## config.mk

```make
export PLATFORM = sky130hd
export DESIGN_NAME = ams_ctrl
export DESIGN_NICKNAME = d
export VERILOG_FILES = /design/src/rtl/ams_pkg.sv /design/src/rtl/ams_ctrl.sv
export SDC_FILE = /design/constraint.sdc
export NUM_CORES = 1
export LEC_CHECK = 0
export ABC_CLOCK_PERIOD_IN_PS = 1300
export BUFFER_PORTS_ARGS = -buffer_cell sky130_fd_sc_hd__buf_4
export CAP_MARGIN = 20
export CORE_AREA = 2 2 39 41
export CTS_CLUSTER_DIAMETER = 120
export DETAILED_ROUTE_END_ITERATION = 8
export DIE_AREA = 0 0 41 43
export GPL_TIMING_DRIVEN = 0
export HOLD_SLACK_MARGIN = 0.06
export PLACE_DENSITY = 0.69
export RECOVER_POWER = 100
export SLEW_MARGIN = 10
export SYNTH_ARGS = -nofsm -noshare
export SYNTH_HDL_FRONTEND = slang
export SYNTH_SLANG_ARGS = --single-unit
```

## constraint.sdc

```tcl
create_clock -name clock -period 1.3 [get_ports clock]
set_clock_uncertainty 0.2 [all_clocks]
set_input_delay 0.13 -clock clock [delete_from_list [all_inputs] [get_ports clock]]
set_output_delay 0.13 -clock clock [all_outputs]
set_load 0.03 [all_outputs]
```

## src/rtl/ams_pkg.sv

```systemverilog
package ams_pkg;

   localparam int WORD_BITS = 32;
   localparam int MEM_WORDS = 100;
   localparam int ADDR_BITS = 7;
   localparam int OP_BITS   = 6;
   localparam int CNT_BITS  = $clog2(WORD_BITS + 1);

   // instruction words that can carry a known opcode lie in this range
   localparam int DEC_LOW     = 1000;
   localparam int DEC_HIGH    = 4400;
   localparam int DEC_BITS    = 13;
   // word / 100 as (word * 1311) >> 17, exact over the decode range
   localparam int RECIP       = 1311;
   localparam int RECIP_BITS  = 11;
   localparam int RECIP_SHIFT = 17;
   localparam int DEC_RADIX   = 100;

   localparam logic [1:0] KIND_LOAD    = 2'd0;
   localparam logic [1:0] KIND_EXEC    = 2'd1;
   localparam logic [1:0] KIND_RESTART = 2'd2;

   localparam logic [1:0] ST_OK       = 2'd0;
   localparam logic [1:0] ST_UNKNOWN  = 2'd1;
   localparam logic [1:0] ST_DIV_ZERO = 2'd2;
   localparam logic [1:0] ST_HALTED   = 2'd3;

   localparam logic [OP_BITS-1:0] OP_READ   = 6'd10;
   localparam logic [OP_BITS-1:0] OP_WRITE  = 6'd11;
   localparam logic [OP_BITS-1:0] OP_LOAD   = 6'd20;
   localparam logic [OP_BITS-1:0] OP_STORE  = 6'd21;
   localparam logic [OP_BITS-1:0] OP_ADD    = 6'd30;
   localparam logic [OP_BITS-1:0] OP_SUB    = 6'd31;
   localparam logic [OP_BITS-1:0] OP_DIV    = 6'd32;
   localparam logic [OP_BITS-1:0] OP_MUL    = 6'd33;
   localparam logic [OP_BITS-1:0] OP_BRANCH = 6'd40;
   localparam logic [OP_BITS-1:0] OP_BRNEG  = 6'd41;
   localparam logic [OP_BITS-1:0] OP_BRZERO = 6'd42;
   localparam logic [OP_BITS-1:0] OP_HALT   = 6'd43;

   typedef struct packed {
      logic [1:0]           kind;
      logic [ADDR_BITS-1:0] load_address;
      logic signed [31:0]   load_word;
      logic signed [31:0]   input_value;
   } req_type;

   typedef struct packed {
      logic [ADDR_BITS-1:0] pc;
      logic signed [31:0]   acc_value;
      logic                 out_valid;
      logic signed [31:0]   out_value;
      logic                 input_used;
      logic                 halted;
      logic [1:0]           status;
   } rsp_type;

   typedef struct packed {
      logic capture;
      logic load_write;
      logic restart;
      logic ignore;
      logic rd_pc;
      logic rd_addr;
      logic decode;
      logic exec;
      logic mul_wb;
      logic div_start;
      logic div_wb;
      logic rsp_load;
   } cmd_type;

   typedef struct packed {
      logic [1:0] kind;
      logic       halted;
      logic       div_go;
      logic       mul_go;
      logic       div_done;
   } sts_type;

endpackage

```

## src/rtl/ams_ctrl.sv

```systemverilog
module ams_ctrl (
   input  logic             clock,
   input  logic             reset,
   input  logic             req_valid,
   output logic             req_ready,
   output logic             rsp_valid,
   input  logic             rsp_ready,
   input  ams_pkg::sts_type sts,
   output ams_pkg::cmd_type cmd
);
   import ams_pkg::*;

   localparam logic [2:0] S_IDLE     = 3'd0;
   localparam logic [2:0] S_DISPATCH = 3'd1;
   localparam logic [2:0] S_DECODE   = 3'd2;
   localparam logic [2:0] S_OPER     = 3'd3;
   localparam logic [2:0] S_EXEC     = 3'd4;
   localparam logic [2:0] S_MUL      = 3'd5;
   localparam logic [2:0] S_DIV      = 3'd6;
   localparam logic [2:0] S_DONE     = 3'd7;

   logic [2:0] state_ff, state_in;
   logic       rsp_valid_ff, rsp_valid_in;

   always_comb begin
      state_in     = state_ff;
      cmd          = '0;
      req_ready    = 1'b0;
      rsp_valid_in = rsp_valid_ff && !rsp_ready;
      case (state_ff)
         S_IDLE: begin
            req_ready = 1'b1;
            if (req_valid) begin
               cmd.capture = 1'b1;
               state_in    = S_DISPATCH;
            end
         end
         S_DISPATCH: begin
            state_in = S_DONE;
            case (sts.kind)
               KIND_LOAD:    cmd.load_write = 1'b1;
               KIND_RESTART: cmd.restart = 1'b1;
               KIND_EXEC: begin
                  if (sts.halted) begin
                     cmd.ignore = 1'b1;
                  end else begin
                     // fetch the instruction word
                     cmd.rd_pc = 1'b1;
                     state_in  = S_DECODE;
                  end
               end
               default: ;
            endcase
         end
         S_DECODE: begin
            cmd.decode = 1'b1;
            state_in   = S_OPER;
         end
         S_OPER: begin
            cmd.rd_addr = 1'b1;
            state_in    = S_EXEC;
         end
         S_EXEC: begin
            cmd.exec = 1'b1;
            if (sts.div_go) begin
               cmd.div_start = 1'b1;
               state_in      = S_DIV;
            end else if (sts.mul_go) begin
               state_in = S_MUL;
            end else begin
               state_in = S_DONE;
            end
         end
         S_MUL: begin
            cmd.mul_wb = 1'b1;
            state_in   = S_DONE;
         end
         S_DIV: begin
            if (sts.div_done) begin
               cmd.div_wb = 1'b1;
               state_in   = S_DONE;
            end
         end
         S_DONE: begin
            // result register free or emptied by this transfer
            if (!rsp_valid_ff || rsp_ready) begin
               cmd.rsp_load = 1'b1;
               rsp_valid_in = 1'b1;
               state_in     = S_IDLE;
            end
         end
         default: state_in = S_IDLE;
      endcase
   end

   always_ff @(posedge clock) begin
      if (reset) begin
         state_ff     <= S_IDLE;
         rsp_valid_ff <= 1'b0;
      end else begin
         state_ff     <= state_in;
         rsp_valid_ff <= rsp_valid_in;
      end
   end

   assign rsp_valid = rsp_valid_ff;

endmodule

```

==> run summary <==
antenna cells = 0
clk buf depth = 2
Tmin final = 1.59 ns
gpl congestion = 0.670
antenna viol nets, final = 0
vias in the first global route = 464
DIE HEIGHT = 43 um
Top-Level Pins = 24
Worst-Skew Late Latency = 0.24 ns
initial antenna violation count = 0
DR pass1 iterations = 4
Initial DRC Count = 10
H-Tree Depth = 1
leading area contributor after synthesis = dfxtp_1
most instantiated library cell after synthesis = nor2_1
Gate power share = 0.767
Synth Net Count = 56
Via density = 5.03
Area Growth Syn to Fin = 142%
Syn Std Cell Area = 377 um2
drt total wl = 1390 um
GR Overflow Total = 0
Seq pwr share = 0.151
Clock transition at path regs = 0.04 ns
number of flops mapped to enable cells by yosys = 0
critical path fanouts, max = 4
CP Capture Type = output pin
largest net degree at the start of global routing = 11
Die Width = 41 um
Register Area = 92.6 um2
layout cells sized above 1 = 0.788
Internal = 1.02 mW
hold_ws = 0.00137 ns
worst relative slew slack = 0.810
CTS sink count = 4
total number of vias = 508
CP startpoint kind = register
failing checks = negative setup slack
cts hold-fix bufs = 2
top post-synthesis cells by area = dfxtp_1, buf_6, nor2_1
critical path's top delay family = simple AND/OR/NAND/NOR gates
CP required = 0.97 ns
Tot Pwr = 1.86 mW
FF-to-FF setup slack = -0.14 ns
Syn Area/Cell = 8.19 um2
Finished Cell Area = 910 um2
slowest library cell on the worst path = dfxtp_4
Synth Register Bits = 4
arrival time worst endpoint = 1.26 ns
RSZ-0062 raised after global routing = true
Initial Util = 0.272
synth warn = 0
final number of setup-violating endpoints = 16
Clock Tree Root = clkbuf_4
TritonCTS clock tree = done
prevailing post-synth register cell = dfxtp_1
Fmax achieved = 0.631 GHz
die area = 1760 um2
crit-path cells = buf_8 -> nor2_4 -> nand2_4 -> nor3b_4 -> buf_6
worst min path class = in -> reg
buffers plus inverters on the worst setup path = 2
Final Hold Viols = 0
GRT Util Overall = 0.175
worst slew pin tran = 0.283 ns
first-pass GRT wire length = 2060 um
Seq/Total Area, Yosys = 0.213
Clock power frac = 0.083
Post-synth top cells = nor2_1, dfxtp_1, a21oi_1, buf_6, nor2b_1
port bufs = 23
PwrDens = 2050 nW/um2
Max IR drop VDD = 0.000806 V
Inserted Clock Buffers = 3
DRC = 0
leakage power = 0.387 nW
Yosys cell types = 28
CP Class = reg -> out
layout filler cell count = 113
placed cell area = 643 um2
num rows = 14
Setup TNS = -2.69 ns
status = complete, but fails checks
sw frac = 0.452
DP HPWL = 801 um
Post-Synthesis Cells = 46
fin crit share = 1.22
ys async rst share = 0
nets@finish = 97
Final Max Slew Viols = 0
CP max stage delay = 0.35 ns
P_sw = 0.842 mW
core area = 1380 um2
Yosys top cell area share = 0.213
Max Cap Viol = 0
mean routed wirelength per cell = 13.7 um
PnR worst setup slack = -0.285 ns
Multi-input gate area = 393 um2
[worst reg2reg max path: cells and delay by family (launching register included)]
kind / cells / cell delay (ns)
buffers and inverters: 3 / 0.39
DFF: 1 / 0.35
AOI/OAI and AO/OA: 2 / 0.44
[area by class of cell]
cell class              instances  share of cell area
clock buffers                   3              0.0248
inverters                       2              0.0138
flip-flops and latches          4               0.102
plain buffers                   2              0.0330
multi-input cells              37               0.432
repair buffers                 37               0.373
well taps                      16              0.0220
[cell usage in the layout, fill, tap and decap left out, types with 2 or more instances in the layout]
cell	Yosys	layout
nand3b_1	2	2
nor2_4	0	2
nor2_2	1	2
clkbuf_4	0	3
nor2_1	5	2
buf_6	3	15
dfxtp_4	0	3
dlygate4sd3_1	0	2
nor3_4	0	2
a21oi_1	3	2
buf_4	0	20
nor2b_1	3	2
and3_4	0	2
buf_8	0	2
[power groups by stage]
stage	Sequential (mW)	Combinational (mW)	Clock [mW]
2_1_floorplan	0.230	0.702	0
3_3_place_gp	0.241	0.919	0
3_5_place_dp	0.241	0.927	0
4_1_cts	0.233	1.35	0.158
5_1_grt	0.287	1.50	0.169
6_report	0.281	1.43	0.154
[routing by layer]
metal / share of wire / global-route usage / vias up
li1: - / - / 249
met1: 0.38 / 0.208 / 223
met2: 0.51 / 0.266 / 30
met3: 0.082 / 0.0419 / 6
met4: 0.027 / 0.107 / 0
met5: 0 / 0 / -
[metrics by stage]
step / util / std cells / setup slack (ns)
after floorplan: - / 46 / -0.121
after global placement: 0.465 / 85 / -0.152
after detailed placement: 0.465 / 85 / -0.173
after CTS: 0.627 / 99 / -0.306
after global routing: 0.657 / 101 / -0.338
final: 0.657 / 101 / -0.285
[registers in the layout, indices dropped and copies added, names as in the netlist]
signal,cells
state_ff,3
rsp_valid,1
[path summary, 6_finish.rpt]
check / cells after the start / start / endpoint
setup / recovery: 5 / state_ff[1] / cmd[9]
hold / removal: 3 / rsp_ready / rsp_valid
setup reg to reg: 5 / state_ff[1] / state_ff[1]
hold reg to reg: 2 / rsp_valid / rsp_valid
[kinds of logic after synthesis]
logic type | synth area share
AOI/OAI and AO/OA | 0.213
xor gates and xnor gates | 0.0233
buffers and inverters | 0.110
DFF | 0.213
and+or+nand+nor | 0.442
[what timing repair did]
| item | in CTS | in global routing |
|---|---|---|
| endpoints found under the hold margin | 4 | 1 |
| pin swaps | 11 | 4 |
| endpoints found under the setup margin | 15 | 16 |
| resized for setup | 26 | 9 |
| buffers inserted | 9 | 4 |
Power figures use the tool's default switching activity.
